$ cat src/hdl/lcfe_pkg.sv
// Shared types, widths and codes of the lane-center line fit block.
`timescale 1ns / 1ps
package lcfe_pkg;

  // Field widths of the channels and the configuration port.
  localparam int unsigned COL_W      = 8;
  localparam int unsigned STEER_W    = 10;
  localparam int unsigned CFG_IDX_W  = 1;
  localparam int unsigned CFG_DATA_W = 8;
  localparam int unsigned BIAS_W     = 8;
  localparam int unsigned MINP_W     = 6;

  localparam logic [CFG_IDX_W-1:0] CFG_CORNER_BIAS = 1'b0;
  localparam logic [CFG_IDX_W-1:0] CFG_MIN_POINTS  = 1'b1;

  localparam logic [BIAS_W-1:0] BIAS_RESET = 8'd0;
  localparam logic [MINP_W-1:0] MINP_RESET = 6'd8;

  localparam logic [COL_W-1:0] NO_CENTER  = 8'd255;
  localparam int unsigned      FIX_OFS    = 4;

  // Accumulator widths, sized for windows of up to 64 rows and columns up to 254.
  localparam int unsigned X_W   = 6;
  localparam int unsigned CNT_W = 7;
  localparam int unsigned SX_W  = 11;
  localparam int unsigned SY_W  = 14;
  localparam int unsigned SXY_W = 19;
  localparam int unsigned SXX_W = 17;

  // Fit datapath widths.
  localparam int unsigned A_W    = 28;
  localparam int unsigned B_W    = 24;
  localparam int unsigned P_W    = A_W + B_W;
  localparam int unsigned NUM_W  = 40;
  localparam int unsigned DEN_W  = 24;
  localparam int unsigned NA_W   = 27;
  localparam int unsigned T_W    = 13;
  localparam int unsigned DD_W   = 29;
  localparam int unsigned PRED_W = 8;
  localparam int unsigned DIVC_W = $clog2(NUM_W + 1);

  typedef enum logic [3:0] {
    OP_NONE,
    OP_ACC,
    OP_F1,
    OP_F2,
    OP_F3,
    OP_F4,
    OP_F5,
    OP_F6,
    OP_F7,
    OP_F8,
    OP_F9,
    OP_F10,
    OP_DIV,
    OP_FIN
  } op_e;

  typedef struct packed {
    op_e  op;
    logic in_fire;
  } cmd_t;

  typedef struct packed {
    logic last_row;
    logic div_last;
  } sts_t;

endpackage

$ cat src/hdl/lcfe_dp.sv
// Datapath: window accumulators, shared multiplier, serial divider and output register.
`timescale 1ns / 1ps
module lcfe_dp #(
  parameter int unsigned ROWS_PER_FIT = 40,
  parameter int unsigned IMAGE_WIDTH  = 188
) (
  input  logic                               clk_i,
  input  logic                               rst_ni,
  input  logic                               cfg_we_i,
  input  logic [lcfe_pkg::CFG_IDX_W-1:0]     cfg_idx_i,
  input  logic [lcfe_pkg::CFG_DATA_W-1:0]    cfg_data_i,
  input  logic [lcfe_pkg::COL_W-1:0]         center_col_i,
  input  logic                               last_row_i,
  input  lcfe_pkg::cmd_t                     cmd_i,
  output lcfe_pkg::sts_t                     sts_o,
  output logic signed [lcfe_pkg::STEER_W-1:0] steer_error_o,
  output logic                               used_fallback_o
);
  import lcfe_pkg::*;

  localparam int unsigned RIDX_W = $clog2(ROWS_PER_FIT + 1);
  localparam int unsigned HALF_W = IMAGE_WIDTH / 2;

  // Configuration and window state.
  logic signed [BIAS_W-1:0]  bias_q;
  logic [MINP_W-1:0]         minp_q;
  logic [RIDX_W-1:0]         row_idx_q, row_idx_d;
  logic [CNT_W-1:0]          cnt_q, cnt_d;
  logic [SX_W-1:0]           sx_q, sx_d;
  logic [SY_W-1:0]           sy_q, sy_d;
  logic [SXY_W-1:0]          sxy_q, sxy_d;
  logic [SXX_W-1:0]          sxx_q, sxx_d;
  logic signed [STEER_W-1:0] last_err_q;
  logic [DIVC_W-1:0]         div_cnt_q;

  // Payload registers.
  logic [COL_W-1:0]          col_q;
  logic                      last_q;
  logic signed [NUM_W-1:0]   prod_q;
  logic signed [DEN_W-1:0]   den_q;
  logic signed [NA_W-1:0]    na_q;
  logic signed [T_W-1:0]     t_q;
  logic signed [NUM_W-1:0]   num_q;
  logic [DD_W-1:0]           dd_q;
  logic [DD_W-1:0]           rem_q;
  logic                      neg_q;
  logic signed [STEER_W-1:0] steer_q;
  logic                      fb_q;

  // Row accumulation terms.
  logic [X_W-1:0]            x;
  logic [X_W+COL_W-1:0]      xy;
  logic [2*X_W-1:0]          xx;
  logic                      in_range;

  assign x        = X_W'(row_idx_q);
  assign xy       = (X_W+COL_W)'(x) * (X_W+COL_W)'(col_q);
  assign xx       = (2*X_W)'(x) * (2*X_W)'(x);
  assign in_range = row_idx_q < RIDX_W'(ROWS_PER_FIT);

  always_comb begin
    row_idx_d = row_idx_q;
    cnt_d     = cnt_q;
    sx_d      = sx_q;
    sy_d      = sy_q;
    sxy_d     = sxy_q;
    sxx_d     = sxx_q;
    if (cmd_i.op == OP_ACC && in_range) begin
      row_idx_d = row_idx_q + RIDX_W'(1);
      if (col_q != NO_CENTER) begin
        cnt_d = cnt_q + CNT_W'(1);
        sx_d  = sx_q + SX_W'(x);
        sy_d  = sy_q + SY_W'(col_q);
        sxy_d = sxy_q + SXY_W'(xy);
        sxx_d = sxx_q + SXX_W'(xx);
      end
    end else if (cmd_i.op == OP_FIN) begin
      row_idx_d = '0;
      cnt_d     = '0;
      sx_d      = '0;
      sy_d      = '0;
      sxy_d     = '0;
      sxx_d     = '0;
    end
  end

  // Shared multiplier operand select.
  logic signed [A_W-1:0] mul_a;
  logic signed [B_W-1:0] mul_b;
  logic signed [P_W-1:0] mul_p;

  always_comb begin
    mul_a = '0;
    mul_b = '0;
    unique case (cmd_i.op)
      OP_F1: begin
        mul_a = A_W'(cnt_q);
        mul_b = B_W'(sxx_q);
      end
      OP_F2: begin
        mul_a = A_W'(sx_q);
        mul_b = B_W'(sx_q);
      end
      OP_F3: begin
        mul_a = A_W'(cnt_q);
        mul_b = B_W'(sxy_q);
      end
      OP_F4: begin
        mul_a = A_W'(sx_q);
        mul_b = B_W'(sy_q);
      end
      OP_F5: begin
        mul_a = A_W'(cnt_q);
        mul_b = B_W'(ROWS_PER_FIT - 1);
      end
      OP_F7: begin
        mul_a = A_W'(na_q);
        mul_b = B_W'(t_q);
      end
      OP_F8: begin
        mul_a = A_W'(sy_q);
        mul_b = B_W'(den_q);
      end
      OP_F9: begin
        mul_a = A_W'(cnt_q);
        mul_b = B_W'(den_q);
      end
      default: begin
        mul_a = '0;
        mul_b = '0;
      end
    endcase
  end

  assign mul_p = mul_a * mul_b;

  // Restoring divider step.
  logic [DD_W:0] div_shift;
  logic          div_ge;

  assign div_shift = {rem_q, num_q[NUM_W-1]};
  assign div_ge    = div_shift >= {1'b0, dd_q};

  // Result forming.
  logic [PRED_W-1:0]         pred;
  logic                      fallback;
  logic signed [STEER_W-1:0] err_new;
  logic signed [STEER_W-1:0] steer_fit;
  logic signed [STEER_W-1:0] steer_fb;

  always_comb begin
    if (neg_q) begin
      pred = '0;
    end else if ($unsigned(num_q) >= NUM_W'(IMAGE_WIDTH)) begin
      pred = PRED_W'(IMAGE_WIDTH - 1);
    end else begin
      pred = num_q[PRED_W-1:0];
    end
  end

  assign fallback  = (CNT_W'(minp_q) > cnt_q) || den_q[DEN_W-1] || (den_q == '0);
  assign err_new   = STEER_W'(HALF_W) - STEER_W'(pred);
  assign steer_fit = STEER_W'(FIX_OFS) - err_new + STEER_W'(bias_q);
  assign steer_fb  = last_err_q + STEER_W'(bias_q);

  always_ff @(posedge clk_i or negedge rst_ni) begin
    if (!rst_ni) begin
      bias_q     <= BIAS_RESET;
      minp_q     <= MINP_RESET;
      row_idx_q  <= '0;
      cnt_q      <= '0;
      sx_q       <= '0;
      sy_q       <= '0;
      sxy_q      <= '0;
      sxx_q      <= '0;
      last_err_q <= '0;
      div_cnt_q  <= '0;
    end else begin
      if (cfg_we_i) begin
        unique case (cfg_idx_i)
          CFG_CORNER_BIAS: bias_q <= cfg_data_i[BIAS_W-1:0];
          CFG_MIN_POINTS:  minp_q <= cfg_data_i[MINP_W-1:0];
          default:         bias_q <= bias_q;
        endcase
      end
      row_idx_q <= row_idx_d;
      cnt_q     <= cnt_d;
      sx_q      <= sx_d;
      sy_q      <= sy_d;
      sxy_q     <= sxy_d;
      sxx_q     <= sxx_d;
      if (cmd_i.op == OP_F10) begin
        div_cnt_q <= DIVC_W'(NUM_W);
      end else if (cmd_i.op == OP_DIV) begin
        div_cnt_q <= div_cnt_q - DIVC_W'(1);
      end
      if (cmd_i.op == OP_FIN && !fallback) begin
        last_err_q <= err_new;
      end
    end
  end

  always_ff @(posedge clk_i) begin
    if (cmd_i.in_fire) begin
      col_q  <= center_col_i;
      last_q <= last_row_i;
    end
    prod_q <= NUM_W'(mul_p);
    unique case (cmd_i.op)
      OP_F2:  den_q <= DEN_W'(prod_q);
      OP_F3:  den_q <= den_q - DEN_W'(prod_q);
      OP_F4:  na_q  <= NA_W'(prod_q);
      OP_F5:  na_q  <= na_q - NA_W'(prod_q);
      OP_F6:  t_q   <= T_W'(prod_q) - T_W'(sx_q);
      OP_F8:  num_q <= prod_q;
      OP_F9:  num_q <= num_q + prod_q;
      OP_F10: begin
        dd_q  <= DD_W'(prod_q);
        rem_q <= '0;
        neg_q <= num_q[NUM_W-1];
      end
      OP_DIV: begin
        rem_q <= div_ge ? DD_W'(div_shift - {1'b0, dd_q}) : DD_W'(div_shift);
        num_q <= {num_q[NUM_W-2:0], div_ge};
      end
      OP_FIN: begin
        steer_q <= fallback ? steer_fb : steer_fit;
        fb_q    <= fallback;
      end
      default: begin
        dd_q <= dd_q;
      end
    endcase
  end

  assign sts_o.last_row = last_q;
  assign sts_o.div_last = div_cnt_q == DIVC_W'(1);

  assign steer_error_o   = steer_q;
  assign used_fallback_o = fb_q;

endmodule

$ cat src/hdl/lcfe_ctrl.sv
// Controller: sequences row accumulation, fit steps, division and result hand-off.
`timescale 1ns / 1ps
module lcfe_ctrl (
  input  logic           clk_i,
  input  logic           rst_ni,
  input  logic           in_valid_i,
  output logic           in_ready_o,
  output logic           out_valid_o,
  input  logic           out_ready_i,
  input  lcfe_pkg::sts_t sts_i,
  output lcfe_pkg::cmd_t cmd_o
);
  import lcfe_pkg::*;

  typedef enum logic [3:0] {
    ST_IDLE,
    ST_ACC,
    ST_F1,
    ST_F2,
    ST_F3,
    ST_F4,
    ST_F5,
    ST_F6,
    ST_F7,
    ST_F8,
    ST_F9,
    ST_F10,
    ST_DIV,
    ST_FIN
  } state_e;

  state_e state_q;
  logic   out_valid_q;
  logic   out_free;
  logic   in_fire;

  assign in_ready_o  = state_q == ST_IDLE;
  assign in_fire     = in_valid_i && in_ready_o;
  assign out_free    = !out_valid_q || out_ready_i;
  assign out_valid_o = out_valid_q;

  always_comb begin
    cmd_o.in_fire = in_fire;
    unique case (state_q)
      ST_IDLE: cmd_o.op = OP_NONE;
      ST_ACC:  cmd_o.op = OP_ACC;
      ST_F1:   cmd_o.op = OP_F1;
      ST_F2:   cmd_o.op = OP_F2;
      ST_F3:   cmd_o.op = OP_F3;
      ST_F4:   cmd_o.op = OP_F4;
      ST_F5:   cmd_o.op = OP_F5;
      ST_F6:   cmd_o.op = OP_F6;
      ST_F7:   cmd_o.op = OP_F7;
      ST_F8:   cmd_o.op = OP_F8;
      ST_F9:   cmd_o.op = OP_F9;
      ST_F10:  cmd_o.op = OP_F10;
      ST_DIV:  cmd_o.op = OP_DIV;
      ST_FIN:  cmd_o.op = out_free ? OP_FIN : OP_NONE;
      default: cmd_o.op = OP_NONE;
    endcase
  end

  always_ff @(posedge clk_i or negedge rst_ni) begin
    if (!rst_ni) begin
      state_q     <= ST_IDLE;
      out_valid_q <= 1'b0;
    end else begin
      if (state_q == ST_FIN && out_free) begin
        out_valid_q <= 1'b1;
      end else if (out_ready_i) begin
        out_valid_q <= 1'b0;
      end
      unique case (state_q)
        ST_IDLE: if (in_fire) state_q <= ST_ACC;
        ST_ACC:  state_q <= sts_i.last_row ? ST_F1 : ST_IDLE;
        ST_F1:   state_q <= ST_F2;
        ST_F2:   state_q <= ST_F3;
        ST_F3:   state_q <= ST_F4;
        ST_F4:   state_q <= ST_F5;
        ST_F5:   state_q <= ST_F6;
        ST_F6:   state_q <= ST_F7;
        ST_F7:   state_q <= ST_F8;
        ST_F8:   state_q <= ST_F9;
        ST_F9:   state_q <= ST_F10;
        ST_F10:  state_q <= ST_DIV;
        ST_DIV:  if (sts_i.div_last) state_q <= ST_FIN;
        ST_FIN:  if (out_free) state_q <= ST_IDLE;
        default: state_q <= ST_IDLE;
      endcase
    end
  end

  // Every accepted row is accumulated in the very next cycle.
  a_fire_then_acc: assert property (@(posedge clk_i) disable iff (!rst_ni)
    in_fire |=> (cmd_o.op == OP_ACC))
    else $error("accepted row not accumulated next cycle");

  // A result is loaded only into a free output register.
  a_load_free: assert property (@(posedge clk_i) disable iff (!rst_ni)
    (cmd_o.op == OP_FIN) |-> (!out_valid_q || out_ready_i))
    else $error("result loaded over a pending result");

  // A loaded result is presented in the following cycle.
  a_load_valid: assert property (@(posedge clk_i) disable iff (!rst_ni)
    (cmd_o.op == OP_FIN) |=> out_valid_q)
    else $error("loaded result not presented");

  // The divider runs until its last step before the result is formed.
  a_div_exit: assert property (@(posedge clk_i) disable iff (!rst_ni)
    (state_q == ST_DIV && !sts_i.div_last) |=> (state_q == ST_DIV))
    else $error("division left early");

endmodule

$ cat src/hdl/lane_center_line_fit_error.sv
// Top level of the lane-center least-squares line fit and steering error block.
`timescale 1ns / 1ps
// Usage:
//   Input channel (in_valid_i / in_ready_o) carries one lane-center column per
//   image row; center_col_i = 255 marks a row without a center, last_row_i
//   closes the fit window. Each transaction on the output channel
//   (out_valid_o / out_ready_i) carries one steering error, produced only for
//   rows with last_row_i set.
//   Sequence: an ordinary row is accepted, then accumulated through a small
//   row*column multiplier before the next row is accepted. A last row is
//   accepted and accumulated, then passes the fit steps, which form the fit
//   terms on the single shared 28x24 multiplier, the one-bit-per-cycle
//   restoring divider and a final step that registers the result.
//   The output register parts the two sides: further rows are accepted while a
//   result waits. Only when a new fit finishes and the previous result is still
//   unclaimed does the block hold in its final step, so a stalled receiver
//   backs up the input only at the next window end.
//   Reset (rst_ni low, asynchronous) empties the window, clears the stored
//   error, sets corner_bias to 0 and min_points to 8, and drops out_valid_o.
//   Configuration writes (cfg_we_i, cfg_idx_i, cfg_data_i) take effect at the
//   clock edge, with index 0 for corner_bias and 1 for min_points.
module lane_center_line_fit_error #(
  parameter int unsigned ROWS_PER_FIT = 40,
  parameter int unsigned IMAGE_WIDTH  = 188
) (
  input  logic                                clk_i,
  input  logic                                rst_ni,
  input  logic                                cfg_we_i,
  input  logic [lcfe_pkg::CFG_IDX_W-1:0]      cfg_idx_i,
  input  logic [lcfe_pkg::CFG_DATA_W-1:0]     cfg_data_i,
  input  logic                                in_valid_i,
  output logic                                in_ready_o,
  input  logic [lcfe_pkg::COL_W-1:0]          center_col_i,
  input  logic                                last_row_i,
  output logic                                out_valid_o,
  input  logic                                out_ready_i,
  output logic signed [lcfe_pkg::STEER_W-1:0] steer_error_o,
  output logic                                used_fallback_o
);
  import lcfe_pkg::*;

  // Command and status between the sequencer and the datapath.
  cmd_t cmd;
  sts_t sts;

  // Sequencer: owns the handshakes and steps the fit.
  lcfe_ctrl u_ctrl (
    .clk_i       (clk_i),
    .rst_ni      (rst_ni),
    .in_valid_i  (in_valid_i),
    .in_ready_o  (in_ready_o),
    .out_valid_o (out_valid_o),
    .out_ready_i (out_ready_i),
    .sts_i       (sts),
    .cmd_o       (cmd)
  );

  // Datapath: sums, fit arithmetic, divider, stored error and result register.
  lcfe_dp #(
    .ROWS_PER_FIT (ROWS_PER_FIT),
    .IMAGE_WIDTH  (IMAGE_WIDTH)
  ) u_dp (
    .clk_i           (clk_i),
    .rst_ni          (rst_ni),
    .cfg_we_i        (cfg_we_i),
    .cfg_idx_i       (cfg_idx_i),
    .cfg_data_i      (cfg_data_i),
    .center_col_i    (center_col_i),
    .last_row_i      (last_row_i),
    .cmd_i           (cmd),
    .sts_o           (sts),
    .steer_error_o   (steer_error_o),
    .used_fallback_o (used_fallback_o)
  );

endmodule
$ cat config.mk
export PLATFORM = sky130hd
export DESIGN_NAME = lane_center_line_fit_error
export DESIGN_NICKNAME = d
export VERILOG_FILES = /design/src/hdl/lcfe_pkg.sv /design/src/hdl/lcfe_dp.sv /design/src/hdl/lcfe_ctrl.sv /design/src/hdl/lane_center_line_fit_error.sv
export SDC_FILE = /design/constraint.sdc
export NUM_CORES = 2
export LEC_CHECK = 0
export BUFFER_PORTS_ARGS = -buffer_cell sky130_fd_sc_hd__buf_2
export CORE_MARGIN = 3
export CORE_UTILIZATION = 50
export CTS_CLUSTER_DIAMETER = 150
export DETAILED_ROUTE_END_ITERATION = 8
export PLACE_DENSITY_LB_ADDON = 0.1
export SLEW_MARGIN = 40
export SYNTH_ARGS = -nofsm -noshare
export SYNTH_HDL_FRONTEND = slang
export SYNTH_SLANG_ARGS = --single-unit
$ cat constraint.sdc
create_clock -name clk_i -period 9.4 [get_ports clk_i]
set_input_delay 0.94 -clock clk_i [delete_from_list [all_inputs] [get_ports clk_i]]
set_output_delay 0.94 -clock clk_i [all_outputs]
set_load 0.02 [all_outputs]
---- Word-level counts from Yosys, hierarchy flattened ----
Cells that the tools add are included.
W data, S select, Z words.
storage, ports and cells
  word-level logic and storage cells ...... 142
  bits in registers ....................... 332
operators by class
  bitwise logic cells ..................... 1
  magnitude comparators ................... 4
  add/sub/neg operators ................... 16
  multiply operators ...................... 3
  mux-type cells .......................... 38
  equality and inequality tests ........... 32
  reductions and logical operators ........ 24
operators by type and width
  operator               count
  $pmux W24 S7           1
  $pmux W40 S3           1
  $pmux W28 S4           1
  $pmux W29 S2           1
  $mux W19               3
  $pmux W4 S14           1
  $pmux W27 S2           1
  $pmux W4 S13           1
  $mux W17               3
  $eq A4 B4 Y1 const B   12
  $pmux W24 S2           1
  $mux W14               3
  $add A40 B40 Y40       1
  $ge A40 B8 Y1 const B  1
  $mul A28 B24 Y40       1
  $mux W11               3
  $eq A4 B3 Y1 const B   8
  $ge A30 B29 Y1         1
  $mux W29               1
  $sub A29 B29 Y29       1
  $sub A27 B27 Y27       1
  $logic_not A24 Y1      1
  $mux W6                4
  $sub A24 B24 Y24       1
  39 further kinds       65

---- Depth between registers and ports, before layout ----
  depth in word-level cells ............... 8
  mapped depth ............................ 35
  depth with buffers taken out ............ 32

---- Modules after synthesis ----
Synthesis repeated with hierarchy kept, for this count alone.
second synthesis, totals
  cells, all modules ...................... 4820
  area, all modules ....................... 43336.6 µm²
by module, submodules not included
  module     area each (µm²)  sequential area each (µm²)  cells each  instances
  lcfe_dp    42977.5          8874.8                      4778        1
  lcfe_ctrl  359.1            125.1                       42          1

---- Worst setup path after synthesis ----
OpenSTA, ideal clock, no wires.
  kind .................................... register -> register
  start ................................... register u_ctrl.state_q[3]
  end ..................................... register u_dp.prod_q[39]
  setup slack ............................. 0.846 ns
  setup time .............................. 0.127 ns
  path buffers ............................ 4
  stages on the path, launching flop included .. 33
  period minus slack after synthesis ...... 8.554 ns
  arrival time ............................ 8.427 ns
  path through ............................ dfrtp_1 nand2b_1 clkbuf_1 nor3_1 clkbuf_1 clkbuf_1 a22oi_1 nand3_1 clkbuf_1 nand2_1 fa_1 fa_1 fa_1 inv_1 fa_1 inv_1 fa_1 inv_1 fa_1 inv_1 fa_1 inv_1 ha_1 a2111o_1 a211o_1 a21oi_1 nor2_1 a31oi_4 o21ai_1 a211o_1 and2_1 a221oi_1 xnor2_1
between the ends
  word-level cells in the longest chain between the ends .. 6
  elaborated cells on any way between the ends .. 28
  those cells by class .................... mul (1); eq/ne (21); mux (3); reduce/logical (3)
ends and longest elaborated chain
  item                                                                   line             source
  start: declaration                                                     lcfe_ctrl.sv:32  state_e state_q;
  start signal: assignment                                               lcfe_ctrl.sv:75  ST_ACC: state_q <= sts_i.last_row ? ST_F1 : ST_IDLE;
  $eq A4 B4 Y1, or another cell as far along                             lcfe_ctrl.sv:44  unique case (state_q)
  $pmux W4 S13 (*)                                                       lcfe_ctrl.sv:44
  $eq A4 B2 Y1, or another cell as far along                             lcfe_dp.sv:95    unique case (cmd_i.op)
  $reduce_or A4 Y1 (no line) / $reduce_or A2 Y1 (equally long branches)  --
  $pmux W28 S4 / $pmux W24 S7 (equally long branches)                    lcfe_dp.sv:95
  $mul A28 B24 Y40 (*)                                                   lcfe_dp.sv:135   assign mul_p = mul_a * mul_b;
  via u_dp.mul_p[39]                                                     lcfe_dp.sv:90    logic signed [P_W-1:0] mul_p;
  end signal: assignment                                                 lcfe_dp.sv:208   prod_q <= NUM_W'(mul_p);
  end: declaration                                                       lcfe_dp.sv:39    logic signed [NUM_W-1:0] prod_q;
Mark *: on every way through the listed nets, which the timed path passes. The rest lies on a longest branch.
A chain may end at the register's enable or synchronous reset.

---- Final worst setup path ----
  start ................................... register u_ctrl.state_q[0]
  end ..................................... register u_dp.prod_q[39]
Same word-level chain as after synthesis.

==> qor.yml <==
die_w_um: 300
tns_ps: 0
insertion_delay_ps: 610
synth.most_common_cell: "inv_1"
worstHoldPathType: "input port to asynchronous set/reset pin"
critPathLaunch: "u_ctrl.state_q[0]"
grt_pass1_vias: 34100
tritoncts_num_sinks: 331
core_area_um2: 85300
syn_nets: 5788
peakVddDrop_v: 0.000359
clockRootBuffer: "clkbuf_16"
r2r_cells: 32
die_area_um2: 89800
row_count: 107
r2r_start: "u_ctrl.state_q[0]"
reg2reg_slack_ps: 530
drt_pre_antenna_iters: 9
cts_tree: "yes"
via_count: 33400
h-tree-depth: 2
finalSetupViolCount: 0
finClkSkew_ps: 27.0
synth_cell_types: 89
nets: 5787
fillers: 8023
syn_inst: 4808
synth-seq-area-share: 0.209
portBuffers: 35
initial_core_util: 0.505
syn_avg_cell_area_um2: 8.96
cts.clk_slew.worst_paths_ps: 60
area_delta_synth_final_pct: 7.47
end_kind: "register"
ios: 36
p_int_w: 0.00674
drc_errors: 0
cp_data_required_time_ps: 9870
synth_flop_cell: "edfxtp_1"
grt.overflow.total: 0
slew_viol_final: 0
grt_pass1_wl_um: 201000
antenna_found_initial: 0
maxCapViolCount: 0
drtIter0Drc: 2648
finalCritPeriodShare: 0.944
vias_per_cell: 5.58
reg2reg_to: "u_dp.prod_q[39]"
power_density_nw_per_um2: 300
critical_path.endpoint: "u_dp.prod_q[39]"
rsz0062_at_grt: "no"
critPathMostFrequentCell: "fa_1"
cpMaxStageDelayCell: "fa_1"
synth_top_area_cell: "fa_1"
async_flop_share: 0.326
max_freq_mhz: 113
grt_max_degree: 57
drive_above_1_share: 0.0537
dp_hpwl_um: 104000
cp_max_fo: 13
layout_setup_ws_ps: 526
ant_nets: 0
leakagePower_nw: 21.8
dp_worst_setup_slack_ps: 520
wl_per_cell_um: 21.3
routed_wl_um: 128000
swShare: 0.514
grt_use_total: 0.292
tightest_slew_ps: 868
die_h_um: 300
synthTopCellsByCount: "inv_1, nand2_1, fa_1"
synth_area_um2: 43100
ys.warnings.count: 0
arrival_ps: 9350
cts_setup_buffers: 0
hold_viol: 0
cpPeakStageDelay_ps: 550
gp_congestion: 0.996
ys_ff_latch: 331
synth_top_area_frac: 0.277
synth_edf_count: 183
path_class: "register to register"
clkPwrFrac: 0.123
outcome: "finished clean"
pwr-share-comb: 0.669
period_needed_ps: 8870
startpoint_type: "register"
ctsLongestPathBuffers: 3
antenna_cells: 0
synth.area.top_cells: "fa_1, edfxtp_1, ha_1, inv_1, dfrtp_1"
slew_headroom: 0.420
pwr-share-seq: 0.208
cts-buffers-inserted: 44
p_switching_w: 0.00714
-- registers in the layout (all words and copies together), names as in the netlist, 8 cells and up --
register,flops
u_dp.dd_q,29
u_dp.col_q,8
u_dp.sy_q,14
u_dp.rem_q,29
u_dp.steer_error_o,10
u_dp.den_q,24
u_dp.prod_q,40
u_dp.num_q,40
u_dp.na_q,27
u_dp.last_err_q,9
u_dp.sx_q,11
u_dp.sxy_q,19
u_dp.bias_q,8
u_dp.sxx_q,17
u_dp.t_q,13
-- layout by cell type, fill, tap and decap left out, types with 8 or more instances in the layout --
cell type and instances:
a221oi_1 8, buf_2 34, and2_1 71, mux2_2 14, inv_1 879, nand2b_1 35, a31oi_1 14, ha_1 360
o21ai_0 215, a21oi_1 198, a22oi_1 56, o21bai_1 25, nand3_1 83, nor2b_1 33, a21o_1 76, a21boi_0 19
edfxtp_1 183, and3_1 20, a222oi_1 19, o31ai_1 26, fa_1 597, o21a_1 27, and4_1 9, xor2_1 82
or3_1 25, o211ai_1 11, xnor2_1 144, nor2_1 318, a211oi_1 25, nand2_1 685, clkinv_2 10, buf_4 92
clkbuf_16 46, dfrtp_1 107, nor3_1 39, mux2i_1 11, nand4_1 20, nor4_1 18, dfxtp_1 40
-- through the flow --
step / instance area [um2] / hold slack [ps] / power [W] / cells / utilization
after detailed placement: 44900 / 511 / 0.0121 / 5905 / 0.526
final: 46300 / 293 / 0.0139 / 5985 / 0.543
after CTS: 46300 / 421 / 0.0139 / 5985 / 0.543
after floorplan: 43100 / 432 / 0.00935 / 4808 / -
after global routing: 46300 / 335 / 0.0153 / 5985 / 0.543
after global placement: 44800 / 505 / 0.0120 / 5905 / 0.526
-- cell type report --
| cell class | instances | area (um2) | share of cell area |
|---|---|---|---|
| clock buffers | 53 | 1190 | 0.0256 |
| clock inverters | 27 | 269 | 0.00581 |
| inverters | 880 | 3300 | 0.0713 |
| multi-input cells | 3422 | 30200 | 0.653 |
| flip-flops and latches | 331 | 9000 | 0.194 |
| well taps | 1144 | 1430 | 0.0309 |
| repair buffers | 128 | 892 | 0.0193 |
-- worst min-delay path by stage --
stage,start,to,cells after the start
floorplan,u_dp.prod_q[11],u_dp.dd_q[11],0
global placement,u_dp.last_err_q[0],u_dp.last_err_q[0],1
detailed placement,u_dp.last_err_q[0],u_dp.last_err_q[0],1
CTS,rst_ni,u_dp.minp_q[4],1
global route,rst_ni,u_dp.row_idx_q[0],1
finish,rst_ni,u_dp.row_idx_q[0],1
-- power by group through the flow --
stage	logic (W)	clock network [W]	registers, W
floorplan	0.00692	0	0.00244
global placement	0.00907	0	0.00289
detailed placement	0.00920	0	0.00289
CTS	0.00926	0.00175	0.00286
global route	0.0105	0.00181	0.00293
finish	0.00929	0.00171	0.00289
-- logic make-up after synthesis --
logic type | share of synthesized area
AO/OA/AOI/OAI | 0.122
XOR/XNOR | 0.0459
adder cells (fa/ha/maj) | 0.382
buffers and inverters | 0.0921
flip-flops | 0.209
multiplexers | 0.00621
AND/OR/NAND/NOR | 0.144
-- metal layers --
metal	vias up	part of all wire	GRT usage
li1	15500	-	-
met2	1095	0.45	0.466
met5	-	0	0
met1	16600	0.44	0.405
met3	212	0.072	0.0505
met4	0	0.038	0.0986
-- critical path, delay by kind of cell (launching register included) --
kind | cells | cell delay [ps]
AO/OA/AOI/OAI | 8 | 2410
buffers and inverters | 8 | 770
XOR/XNOR | 1 | 110
AND/OR/NAND/NOR | 7 | 1570
flip-flops | 1 | 430
adder cells (fa/ha/maj) | 8 | 3470
-- what timing repair did --
action	in CTS	in global routing
gates resized for setup	0	1
hold buffers	0	0
endpoints found under the setup margin	0	1
No activity file was read; power rests on OpenSTA's default activity.
